File: src/rtl/nc_pkg.sv
// ----------------------------------------------------------------------------
// nc_pkg
// types, constants and helpers of the nonce challenge engine
// ----------------------------------------------------------------------------
`default_nettype none

package nc_pkg;

  localparam int NONCE_BYTES = 8;
  localparam int NONCE_BITS  = 8 * NONCE_BYTES;
  localparam int NCHARS      = 2 * NONCE_BYTES;
  localparam int CNT_W       = $clog2(NCHARS + 1);
  localparam int SEC_W       = 32;
  localparam int RAND_W      = 64;

  localparam logic [CNT_W-1:0] NCHARS_C = CNT_W'(NCHARS);
  localparam logic [SEC_W-1:0] SEC_MAX  = {SEC_W{1'b1}};

  // input modes
  localparam logic [1:0] MODE_TICK  = 2'd0;
  localparam logic [1:0] MODE_ISSUE = 2'd1;
  localparam logic [1:0] MODE_ECHO  = 2'd2;

  // result status codes
  localparam logic [2:0] ST_OK       = 3'd0;
  localparam logic [2:0] ST_REFUSED  = 3'd1;
  localparam logic [2:0] ST_RND_FAIL = 3'd2;
  localparam logic [2:0] ST_MISMATCH = 3'd3;
  localparam logic [2:0] ST_EXPIRED  = 3'd4;

  // config register indexes
  localparam logic CFG_MIN_INTERVAL = 1'b0;
  localparam logic CFG_TIMEOUT      = 1'b1;

  typedef struct packed {
    logic [1:0]        mode;
    logic [RAND_W-1:0] random_value;
    logic              random_ok;
    logic [7:0]        echo_char;
    logic              echo_last;
  } nc_in_t;

  typedef struct packed {
    logic [2:0] status;
    logic [6:0] hex_char;
    logic       char_valid;
    logic       last;
  } nc_out_t;

  // top -> emitter
  typedef struct packed {
    logic                  load;
    logic                  single;
    logic [2:0]            status;
    logic [NONCE_BITS-1:0] nonce;
  } nc_emit_req_t;

  // emitter -> top
  typedef struct packed {
    logic busy;
    logic free;
  } nc_emit_st_t;

  // top -> checker
  typedef struct packed {
    logic                  load;
    logic                  echo;
    logic                  last;
    logic [7:0]            echo_char;
    logic [NONCE_BITS-1:0] nonce;
  } nc_chk_req_t;

  function automatic logic [6:0] nib_to_hex(input logic [3:0] nib);
    logic [6:0] n7;
    n7 = {3'b000, nib};
    if (nib < 4'd10) return 7'h30 + n7;
    else             return 7'h57 + n7;
  endfunction

  // {valid, nibble}
  function automatic logic [4:0] hex_to_nib(input logic [7:0] c);
    logic [7:0] d;
    d = 8'h00;
    if (c >= 8'h30 && c <= 8'h39) begin
      d = c - 8'h30;
      return {1'b1, d[3:0]};
    end
    if (c >= 8'h61 && c <= 8'h66) begin
      d = c - 8'h57;
      return {1'b1, d[3:0]};
    end
    if (c >= 8'h41 && c <= 8'h46) begin
      d = c - 8'h37;
      return {1'b1, d[3:0]};
    end
    return 5'b00000;
  endfunction

endpackage

`default_nettype wire

File: src/rtl/nonce_challenge_rate_limited.sv
// ----------------------------------------------------------------------------
// nonce_challenge_rate_limited
// rate limited challenge-response nonce engine
// ----------------------------------------------------------------------------
// usage:
//   in_* carries ticks, issue requests and echoed characters, one per beat;
//   out_* carries results through a single output register.
//   a tick, an echo without last and an unused mode give no result. a
//   refused issue, an issue with random_ok low or a final echo gives one
//   result beat, in the output register the cycle after acceptance. an
//   accepted issue streams 2*NONCE_BYTES hex beats from the nibble shift
//   register via the output register, one per cycle while not stalled;
//   in_ready stays low until the last character is in the output register.
//   in_ready also drops while a result waits and out_ready is low; a stalled
//   output holds its beat and the character stream pauses with it.
//   synchronous reset clears pending state, the seconds counter, the echo
//   collector and the output valid flag, and loads min_interval 0, timeout 60.
//   cfg_we writes a register (index 0 min_interval, 1 timeout) at once.
// ----------------------------------------------------------------------------
`default_nettype none

module nonce_challenge_rate_limited (
  input  wire logic            clk,
  input  wire logic            rst_n,
  input  wire logic            in_valid,
  output logic                 in_ready,
  input  wire nc_pkg::nc_in_t   in_data,
  output logic                 out_valid,
  input  wire logic            out_ready,
  output nc_pkg::nc_out_t       out_data,
  input  wire logic            cfg_we,
  input  wire logic            cfg_index,
  input  wire logic [31:0]     cfg_wdata
);
  import nc_pkg::*;

  logic [SEC_W-1:0] min_interval_r, timeout_r;
  logic [SEC_W-1:0] secs_r, secs_nxt;
  logic             pending_r, pending_nxt;
  logic             ever_r, ever_nxt;

  nc_emit_req_t emit_req;
  nc_emit_st_t  emit_st;
  nc_chk_req_t  chk_req;
  logic         chk_fail;

  logic accept, is_tick, is_issue, is_echo;
  logic refuse, issue_ok, echo_end;

  assign in_ready = !emit_st.busy && emit_st.free;
  assign accept   = in_valid && in_ready;
  assign is_tick  = accept && (in_data.mode == MODE_TICK);
  assign is_issue = accept && (in_data.mode == MODE_ISSUE);
  assign is_echo  = accept && (in_data.mode == MODE_ECHO);

  assign refuse   = pending_r || (ever_r && (secs_r < min_interval_r));
  assign issue_ok = is_issue && !refuse && in_data.random_ok;
  assign echo_end = is_echo && in_data.echo_last;

  always_comb begin
    emit_req.load   = issue_ok;
    emit_req.single = (is_issue && !issue_ok) || echo_end;
    emit_req.nonce  = in_data.random_value[NONCE_BITS-1:0];
    if (is_issue) begin
      emit_req.status = refuse ? ST_REFUSED : ST_RND_FAIL;
    end else if (!pending_r) begin
      emit_req.status = ST_MISMATCH;
    end else if (secs_r >= timeout_r) begin
      emit_req.status = ST_EXPIRED;
    end else if (chk_fail) begin
      emit_req.status = ST_MISMATCH;
    end else begin
      emit_req.status = ST_OK;
    end
  end

  always_comb begin
    chk_req.load      = issue_ok;
    chk_req.echo      = is_echo;
    chk_req.last      = in_data.echo_last;
    chk_req.echo_char = in_data.echo_char;
    chk_req.nonce     = in_data.random_value[NONCE_BITS-1:0];
  end

  always_comb begin
    secs_nxt    = secs_r;
    pending_nxt = pending_r;
    ever_nxt    = ever_r;
    if (is_tick && secs_r != SEC_MAX) begin
      secs_nxt = secs_r + SEC_W'(1);
    end
    if (issue_ok) begin
      secs_nxt    = '0;
      pending_nxt = 1'b1;
      ever_nxt    = 1'b1;
    end
    if (echo_end) begin
      pending_nxt = 1'b0;
    end
  end

  always_ff @(posedge clk) begin
    if (!rst_n) begin
      min_interval_r <= '0;
      timeout_r      <= SEC_W'(60);
      secs_r         <= '0;
      pending_r      <= 1'b0;
      ever_r         <= 1'b0;
    end else begin
      secs_r    <= secs_nxt;
      pending_r <= pending_nxt;
      ever_r    <= ever_nxt;
      if (cfg_we) begin
        case (cfg_index)
          CFG_MIN_INTERVAL: min_interval_r <= cfg_wdata;
          CFG_TIMEOUT:      timeout_r      <= cfg_wdata;
          default:          min_interval_r <= min_interval_r;
        endcase
      end
    end
  end

  nc_emit u_emit (
    .clk       (clk),
    .rst_n     (rst_n),
    .req       (emit_req),
    .st        (emit_st),
    .out_valid (out_valid),
    .out_ready (out_ready),
    .out_data  (out_data)
  );

  nc_check u_check (
    .clk   (clk),
    .rst_n (rst_n),
    .req   (chk_req),
    .fail  (chk_fail)
  );

endmodule

`default_nettype wire

File: src/rtl/nc_emit.sv
// ----------------------------------------------------------------------------
// nc_emit
// nibble shift register that streams the nonce as hex, plus the output register
// ----------------------------------------------------------------------------
`default_nettype none

module nc_emit (
  input  wire logic                clk,
  input  wire logic                rst_n,
  input  wire nc_pkg::nc_emit_req_t req,
  output nc_pkg::nc_emit_st_t       st,
  output logic                     out_valid,
  input  wire logic                out_ready,
  output nc_pkg::nc_out_t           out_data
);
  import nc_pkg::*;

  logic [NONCE_BITS-1:0] sh_r, sh_nxt;
  logic [CNT_W-1:0]      cnt_r, cnt_nxt;
  logic                  out_valid_r, out_valid_nxt;
  nc_out_t               out_data_r, out_data_nxt;
  logic                  free;

  always_comb begin
    free          = !out_valid_r || out_ready;
    sh_nxt        = sh_r;
    cnt_nxt       = cnt_r;
    out_valid_nxt = out_valid_r;
    out_data_nxt  = out_data_r;
    if (free) begin
      out_valid_nxt = 1'b0;
      if (cnt_r != '0) begin
        // one nibble per beat, most significant first
        out_valid_nxt           = 1'b1;
        out_data_nxt.status     = ST_OK;
        out_data_nxt.hex_char   = nib_to_hex(sh_r[NONCE_BITS-1 -: 4]);
        out_data_nxt.char_valid = 1'b1;
        out_data_nxt.last       = (cnt_r == CNT_W'(1));
        sh_nxt                  = sh_r << 4;
        cnt_nxt                 = cnt_r - CNT_W'(1);
      end else if (req.single) begin
        out_valid_nxt           = 1'b1;
        out_data_nxt.status     = req.status;
        out_data_nxt.hex_char   = 7'h00;
        out_data_nxt.char_valid = 1'b0;
        out_data_nxt.last       = 1'b1;
      end
    end
    if (req.load) begin
      sh_nxt  = req.nonce;
      cnt_nxt = NCHARS_C;
    end
  end

  always_ff @(posedge clk) begin
    if (!rst_n) begin
      cnt_r       <= '0;
      out_valid_r <= 1'b0;
    end else begin
      cnt_r       <= cnt_nxt;
      out_valid_r <= out_valid_nxt;
    end
  end

  always_ff @(posedge clk) begin
    sh_r       <= sh_nxt;
    out_data_r <= out_data_nxt;
  end

  assign st.busy   = (cnt_r != '0);
  assign st.free   = free;
  assign out_valid = out_valid_r;
  assign out_data  = out_data_r;

endmodule

`default_nettype wire

File: src/rtl/nc_check.sv
// ----------------------------------------------------------------------------
// nc_check
// collects echoed characters and compares them a nibble at a time
// ----------------------------------------------------------------------------
`default_nettype none

module nc_check (
  input  wire logic                clk,
  input  wire logic                rst_n,
  input  wire nc_pkg::nc_chk_req_t  req,
  output logic                     fail
);
  import nc_pkg::*;

  logic [NONCE_BITS-1:0] cmp_r, cmp_nxt;
  logic [CNT_W-1:0]      cnt_r, cnt_nxt;
  logic                  bad_r, bad_nxt;
  logic [4:0]            dec;

  always_comb begin
    dec     = hex_to_nib(req.echo_char);
    cmp_nxt = cmp_r;
    cnt_nxt = cnt_r;
    bad_nxt = bad_r;
    if (req.echo) begin
      if (cnt_r >= NCHARS_C) begin
        bad_nxt = 1'b1;
      end else begin
        if (!dec[4] || dec[3:0] != cmp_r[NONCE_BITS-1 -: 4]) begin
          bad_nxt = 1'b1;
        end
        // rotate so the next expected nibble sits on top
        cmp_nxt = {cmp_r[NONCE_BITS-5:0], cmp_r[NONCE_BITS-1 -: 4]};
        cnt_nxt = cnt_r + CNT_W'(1);
      end
    end
    // bad char, wrong length or any nibble mismatch
    fail = bad_nxt || (cnt_nxt != NCHARS_C);
    if (req.load) begin
      cmp_nxt = req.nonce;
      cnt_nxt = '0;
      bad_nxt = 1'b0;
    end else if (req.echo && req.last) begin
      cnt_nxt = '0;
      bad_nxt = 1'b0;
    end
  end

  always_ff @(posedge clk) begin
    if (!rst_n) begin
      cnt_r <= '0;
      bad_r <= 1'b0;
    end else begin
      cnt_r <= cnt_nxt;
      bad_r <= bad_nxt;
    end
  end

  always_ff @(posedge clk) begin
    cmp_r <= cmp_nxt;
  end

endmodule

`default_nettype wire

File: config.mk
export PLATFORM = sky130hd
export DESIGN_NAME = nonce_challenge_rate_limited
export DESIGN_NICKNAME = d
export VERILOG_FILES = /design/src/rtl/nc_pkg.sv /design/src/rtl/nonce_challenge_rate_limited.sv /design/src/rtl/nc_emit.sv /design/src/rtl/nc_check.sv
export SDC_FILE = /design/constraint.sdc
export NUM_CORES = 1
export LEC_CHECK = 0
export BUFFER_PORTS_ARGS = -buffer_cell sky130_fd_sc_hd__buf_2
export CORE_MARGIN = 8
export CORE_UTILIZATION = 40
export CTS_BUF_LIST = sky130_fd_sc_hd__clkbuf_4 sky130_fd_sc_hd__clkbuf_8
export DETAILED_ROUTE_END_ITERATION = 10
export GPL_ROUTABILITY_DRIVEN = 1
export PLACE_DENSITY_LB_ADDON = 0.2
export SYNTH_ARGS = -nofsm -noshare
export SYNTH_HDL_FRONTEND = slang
export SYNTH_SLANG_ARGS = --single-unit
File: constraint.sdc
create_clock -name clk -period 7.8 [get_ports clk]
set_input_delay 0 -clock clk [delete_from_list [all_inputs] [get_ports clk]]
set_output_delay 0 -clock clk [all_outputs]
set_load 0.005 [all_outputs]
# ---- Word-level counts from Yosys, hierarchy flattened
# Index checks and enable logic that the tools add are counted.
dict set report classes {
  n_reduce_logical 39
  mux 36
  n_bitwise 2
  add_sub_neg 8
  eq_ne 7
  magnitude_cmp 10
}
# operator count
set op_table {}
lappend op_table {{$mux 64} 6}
lappend op_table {{$mux 5} 11}
lappend op_table {{$add 32x1->32 const B} 1}
lappend op_table {{$ge 32x32->1} 1}
lappend op_table {{$lt 32x32->1} 1}
lappend op_table {{$ne 32x32->1 const B} 1}
lappend op_table {{$ge 8x7->1 const B} 2}
lappend op_table {{$le 8x7->1 const B} 2}
lappend op_table {{$logic_and 1x1->1} 14}
lappend op_table {{$mux 12} 1}
lappend op_table {{$reduce_and 2->1} 6}
lappend op_table {{$mux 1} 11}
lappend op_table {{$mux 3} 3}
lappend op_table {{$mux 9} 1}
lappend op_table {{$ge 8x6->1 const B} 1}
lappend op_table {{$le 8x6->1 const B} 1}
lappend op_table {{$reduce_bool 2->1} 4}
lappend op_table {{$sub 4x3->4 const B} 2}
lappend op_table {{$add 6x4->7 const A} 1}
lappend op_table {{$add 7x4->7 const A} 1}
lappend op_table {{$mux 7} 1}
lappend op_table {{$add 5x1->5 const B} 1}
lappend op_table {{$eq 5x1->1 const B} 1}
lappend op_table {{$ge 5x5->1 const B} 1}
lappend op_table {{16 further kinds} 27}
dict set report totals {
  register_bits 250
  elab_cells 118
}

# ---- Longest topological paths before layout
dict set report logic_depth {
  depth_word 21
  ltp_mapped 12
  depth_no_buf 9
}

# ---- Cells and area by module
# A second synthesis with hierarchy kept.
dict set report unflattened {
  hier_cells 1112
  hier_area_um2 12453.2
}
# module area_per_inst_um2 instances seq_area_each_um2 cells_per_inst
set by_module_without_submodules {}
lappend by_module_without_submodules {nonce_challenge_rate_limited 5701.7 1 1961.9 695}
lappend by_module_without_submodules {nc_emit 3468.3 1 2402.3 210}
lappend by_module_without_submodules {nc_check 3283.1 1 2042.0 207}

# ---- Worst setup path after synthesis
# No wires, ideal clock.
dict set report synth_path {
  kind {register -> register}
  startpoint {reg u_emit.cnt_r[0]}
  endpoint {reg u_check.cmp_r[0], enable pin}
  slack_ns 1.611
  path_stages_with_launch 6
  period_less_slack_ns 6.189
  arrival_ns 5.614
  path_buffers 0
  cell_sequence {dfxtp_1 inv_1 ha_1 nor4b_4 nand4_1 o21ai_0}
}
dict set report synth_between {
  elab_chain_cells 9
}
# element line_no
set synth_rtl {}
lappend synth_rtl {{start, declared} nc_emit.sv:19} ;# logic [CNT_W-1:0] cnt_r, cnt_nxt;
lappend synth_rtl {{start signal, assigned} nc_emit.sv:60} ;# cnt_r <= cnt_nxt;
lappend synth_rtl {{$reduce_bool 5->1 (*)} nc_emit.sv:70} ;# assign st.busy = (cnt_r != '0);
lappend synth_rtl {{$logic_not 1->1 (*)} nonce_challenge_rate_limited.sv:50} ;# assign in_ready = !emit_st.busy && emit_st.free;
lappend synth_rtl {{$logic_and 1x1->1 (*)} nonce_challenge_rate_limited.sv:50}
lappend synth_rtl {{$logic_and 1x1->1 (*)} nonce_challenge_rate_limited.sv:51} ;# assign accept = in_valid && in_ready;
lappend synth_rtl {{$logic_and 1x1->1} nonce_challenge_rate_limited.sv:53} ;# assign is_issue = accept && (in_data.mode == MODE_ISSUE);
lappend synth_rtl {{$logic_and 1x1->1 (2 in a row)} nonce_challenge_rate_limited.sv:57} ;# assign issue_ok = is_issue && !refuse && in_data.random_ok;
lappend synth_rtl {{$ne 2x2->1 (no line) or $reduce_bool 2->1 (tied branches)} -}
lappend synth_rtl {{$reduce_and 2->1 (no line) (*)} -}
lappend synth_rtl {{end signal, assigned} nc_check.sv:60} ;# cmp_r <= cmp_nxt;
lappend synth_rtl {{end, declared} nc_check.sv:15} ;# logic [NONCE_BITS-1:0] cmp_r, cmp_nxt;
# Mark *: on every way between the ends. The rest lies on a longest branch, timed or not.
# A chain may end at the register's enable or synchronous reset.

# ---- Final worst setup path
dict set report layout_path {
  startpoint {reg secs_r[6]}
  endpoint {reg u_emit.sh_r[9] (data pin)}
}
dict set report layout_between {
  elab_chain_cells 7
}
# element line_no
set layout_rtl {}
lappend layout_rtl {{start, declared} nonce_challenge_rate_limited.sv:38} ;# logic [SEC_W-1:0] secs_r, secs_nxt;
lappend layout_rtl {{start signal, assigned} nonce_challenge_rate_limited.sv:110} ;# secs_r <= secs_nxt;
lappend layout_rtl {{$lt 32x32->1} nonce_challenge_rate_limited.sv:56} ;# assign refuse = pending_r || (ever_r && (secs_r < min_interval_r));
lappend layout_rtl {{$logic_and 1x1->1} nonce_challenge_rate_limited.sv:56}
lappend layout_rtl {{$logic_or 1x1->1} nonce_challenge_rate_limited.sv:56}
lappend layout_rtl {{$logic_not 1->1} nonce_challenge_rate_limited.sv:57}
lappend layout_rtl {{$logic_and 1x1->1 (2 in a row)} nonce_challenge_rate_limited.sv:57}
lappend layout_rtl {{$mux 64} nc_emit.sv:49} ;# if (req.load) begin
lappend layout_rtl {{named net u_emit.sh_nxt[9]} nc_emit.sv:18} ;# logic [NONCE_BITS-1:0] sh_r, sh_nxt;
lappend layout_rtl {{end signal, assigned} nc_emit.sv:66} ;# sh_r <= sh_nxt;
lappend layout_rtl {{end, declared} nc_emit.sv:18}
# The timed path passes the listed nets, and every way through them passes these cells.

==> results.sh <==
export IMPL_dp_final_hpwl_um=19100
export IMPL_crit_fanout=56
export IMPL_routed_via_density=4.93
export IMPL_hold_violations=0
export IMPL_syn_area_per_cell_um2=11.1
export IMPL_synthCells=1114
export IMPL_crit_chain="ha_1 -> and2_0 -> a221o_1 -> a221oi_1 -> o21ai_1 -> a41oi_2 -> or2_4 -> buf_4 -> buf_4 -> mux2_2"
export IMPL_routed_wl_um=28600
export IMPL_p_leak_uw=0.00589
export IMPL_core_um2=30500
export IMPL_worst_pin_slew_ns=1.19
export IMPL_cp_num_buf_inv=2
export IMPL_drive_gt1_share_pct=22.4
export IMPL_final_cells=1775
export IMPL_r2r_cells=10
export IMPL_path_common_cell="buf_4"
export IMPL_drc_errors=0
export IMPL_dp_cells=1598
export IMPL_grt_overflow=0
export IMPL_p_comb_share_pct=20.0
export IMPL_reg2reg_from="secs_r[6]"
export IMPL_ys_seq_elements=250
export IMPL_worstSetupStartpointType="flip-flop"
export IMPL_vdd_ir_drop_worst_v=0.000165
export IMPL_ctsHoldBuffers=104
export IMPL_rows=64
export IMPL_firstDrtPassIters=5
export IMPL_clock_latency_ns=0.56
export IMPL_clock_fmax_mhz=218
export IMPL_crit_type="reg2reg"
export IMPL_fillers=2789
export IMPL_grt_setup_unrepaired="no"
export IMPL_io_buffers=127
export IMPL_crit_start="secs_r[6]"
export IMPL_internal_power_uw=2790
export IMPL_ys_async_sr_fraction_pct=0
export IMPL_mostFrequentLayoutCell="nand2_1"
export IMPL_synth_mux_area_share_pct=11.1
export IMPL_synth_top_area_cell="edfxtp_1"
export IMPL_status="finished, final reports clean"
export IMPL_post_cts_buffers=0
export IMPL_fin_nets=1539
export IMPL_synth_simple_area_share_pct=13.0
export IMPL_grt_usage_pct=15.5
export IMPL_start_util_pct=40.4
export IMPL_synth_compound_area_share_pct=9.64
export IMPL_cts_clk_slew_worst_paths_ns=0.07
export IMPL_cts_resized=0
export IMPL_swShare_pct=27.4
export IMPL_drt_iter0_drc=364
export IMPL_required_ns=8.10
export IMPL_grt_pass1_wl_um=46400
export IMPL_seq_area_frac_synth_pct=52.0
export IMPL_die_x_um=192
export IMPL_hold_path_depth=4
export IMPL_ys_warnings_count=0
export IMPL_wl_per_cell_um=16.1
export IMPL_die_h_um=192
export IMPL_antenna_found_initial=2
export IMPL_synth_top_cell_area_share_pct=34.1
export IMPL_grt_max_degree=72
export IMPL_syn_nets=1301
export IMPL_synth_area_leaders="edfxtp_1 (34%), dfxtp_1 (18%), mux2_2 (8.8%), ha_1 (7.4%), nand2_1 (4.9%)"
export IMPL_arrival_ns=4.88
export IMPL_clock_sinks=250
export IMPL_via_count=8746
export IMPL_power_density_nw_per_um2=253
export IMPL_setup_violations=0
export IMPL_switching_power_uw=1050
export IMPL_cp_top_family="buffers and inverters"
export IMPL_yosys_area_share_adder_pct=7.41
export IMPL_cts_path_max_buffers=3
export IMPL_drv_slew=0
export IMPL_tns_ns=0
export IMPL_path_depth=10
export IMPL_cpMaxStageDelayCell="buf_4"
export IMPL_finalCriticalPeriod_ns=4.58
export IMPL_synth_top_family_by_area="simple AND/OR/NAND/NOR gates"
export IMPL_synth_edf_count=140
export IMPL_syn_to_final_growth_pct=23.2
export IMPL_slowest_delay_ns=0.68
export IMPL_die_area_um2=36700
export IMPL_slew_headroom_pct=20.3
export IMPL_end_kind="flip-flop"
export IMPL_finalClockSkew_ns=0.0258
export IMPL_synthXorXnorAreaFrac_pct=2.56
export IMPL_clockRootBuffer="clkbuf_8"
export IMPL_pwr_share_seq_pct=49.9
export IMPL_place_congestion=0.787
export IMPL_yosysUniqueCellTypes=59
export IMPL_grt_pass1_vias=8961
export IMPL_numCtsBuffers=44
export IMPL_min_path_type="in2reg"
export IMPL_h_tree_depth=2
export IMPL_tritoncts="yes"
export IMPL_final_cell_mix="nand2_1 (160), edfxtp_1 (140), buf_2 (127)"
export IMPL_maxCapViolations=0
export IMPL_min_from="rst_n"
export IMPL_antenna_left=0
export IMPL_syn_cell_area_um2=12300
export IMPL_min_period_over_period_pct=58.7
export IMPL_power_frac_clock_pct=30.1
export IMPL_synth_top_flop_cell="edfxtp_1"
export IMPL_ios=128
==> Yosys cell counts (10+ instances only) <==
cell type / number
mux2_1: 24
nand3_1: 28
xor2_1: 27
ha_1: 73
clkbuf_1: 30
o21ai_0: 24
dfxtp_1: 110
nand4_1: 19
edfxtp_1: 140
a21oi_1: 34
and4_1: 10
nand2_1: 161
nor2_1: 50
a21boi_0: 66
mux2_2: 96
buf_2: 11
a211oi_1: 13
inv_1: 83
==> power by group through the flow <==
| stage | Clock [uW] | Sequential, uW | Combinational (uW) |
|---|---|---|---|
| after floorplan | 0 | 1930 | 508 |
| after global placement | 0 | 1940 | 731 |
| after detailed placement | 0 | 1940 | 737 |
| after CTS | 1200 | 1920 | 785 |
| after global routing | 1260 | 1940 | 865 |
| final | 1160 | 1920 | 768 |
==> sequential cells by signal, indices dropped and copies added (netlist names) <==
register and cells:
timeout_r 32, u_check.bad_r 1, secs_r 32, ever_r 1, u_emit.cnt_r 5, u_emit.sh_r 64
pending_r 1, min_interval_r 32, u_check.cnt_r 5, u_emit.out_valid 1, u_check.cmp_r 64, u_emit.out_data 12
==> worst register-to-register path, delay by kind of cell (launching register included) <==
kind,cells,cell delay (ns)
buffers and inverters,2,1.35
AO/OA/AOI/OAI,4,1.24
AND/OR/NAND/NOR,2,0.61
flip-flops,1,0.44
multiplexers,1,0.44
adder cells (fa/ha/maj),1,0.27
==> layout make-up <==
class / instances / area, um^2 / area share (%)
antenna: 1 / 2.50 / 0.0165
multi-input combinational: 736 / 5430 / 35.7
sequential: 250 / 6410 / 42.2
timing repair buffer: 237 / 1720 / 11.3
clock inverter: 16 / 115 / 0.758
clock buffer: 56 / 702 / 4.62
inverter: 83 / 312 / 2.05
tap: 396 / 495 / 3.26
==> path summary, 6_finish.rpt <==
path                         end  slack (ns)
setup / recovery  u_emit.sh_r[9]        3.22
setup reg to reg  u_emit.sh_r[9]        3.22
hold / removal         pending_r        0.06
hold reg to reg    timeout_r[14]        0.46
==> through the flow <==
stage                     hold WS, ns  setup WS (ns)  utilization (%)  power, uW  instance area, um^2
after floorplan                 0.138           1.61                -       2440                12300
after global placement          0.244           3.28             43.7       2670                13300
after detailed placement        0.246           3.24             43.7       2680                13300
after CTS                      0.0224           3.23             49.7       3900                15200
after global routing           0.0533           2.91             49.8       4070                15200
final                          0.0570           3.22             49.8       3840                15200
==> kinds of logic (layout without fill, tap and decap cells) <==
logic type	count (synthesis)	after routing
compound gates	174	174
other cells	0	1
mux	122	122
fa+ha+maj	73	73
flops	250	250
buf+inv	128	392
xor+xnor	36	36
simple gates	331	331
==> per-layer routing <==
layer  track usage [%]  share of wire [%]
met3              3.16                4.2
met4              3.70                1.4
met1              20.9                 48
met5                 0                  0
met2              25.4                 46
No activity file was read; power rests on OpenSTA's default activity.
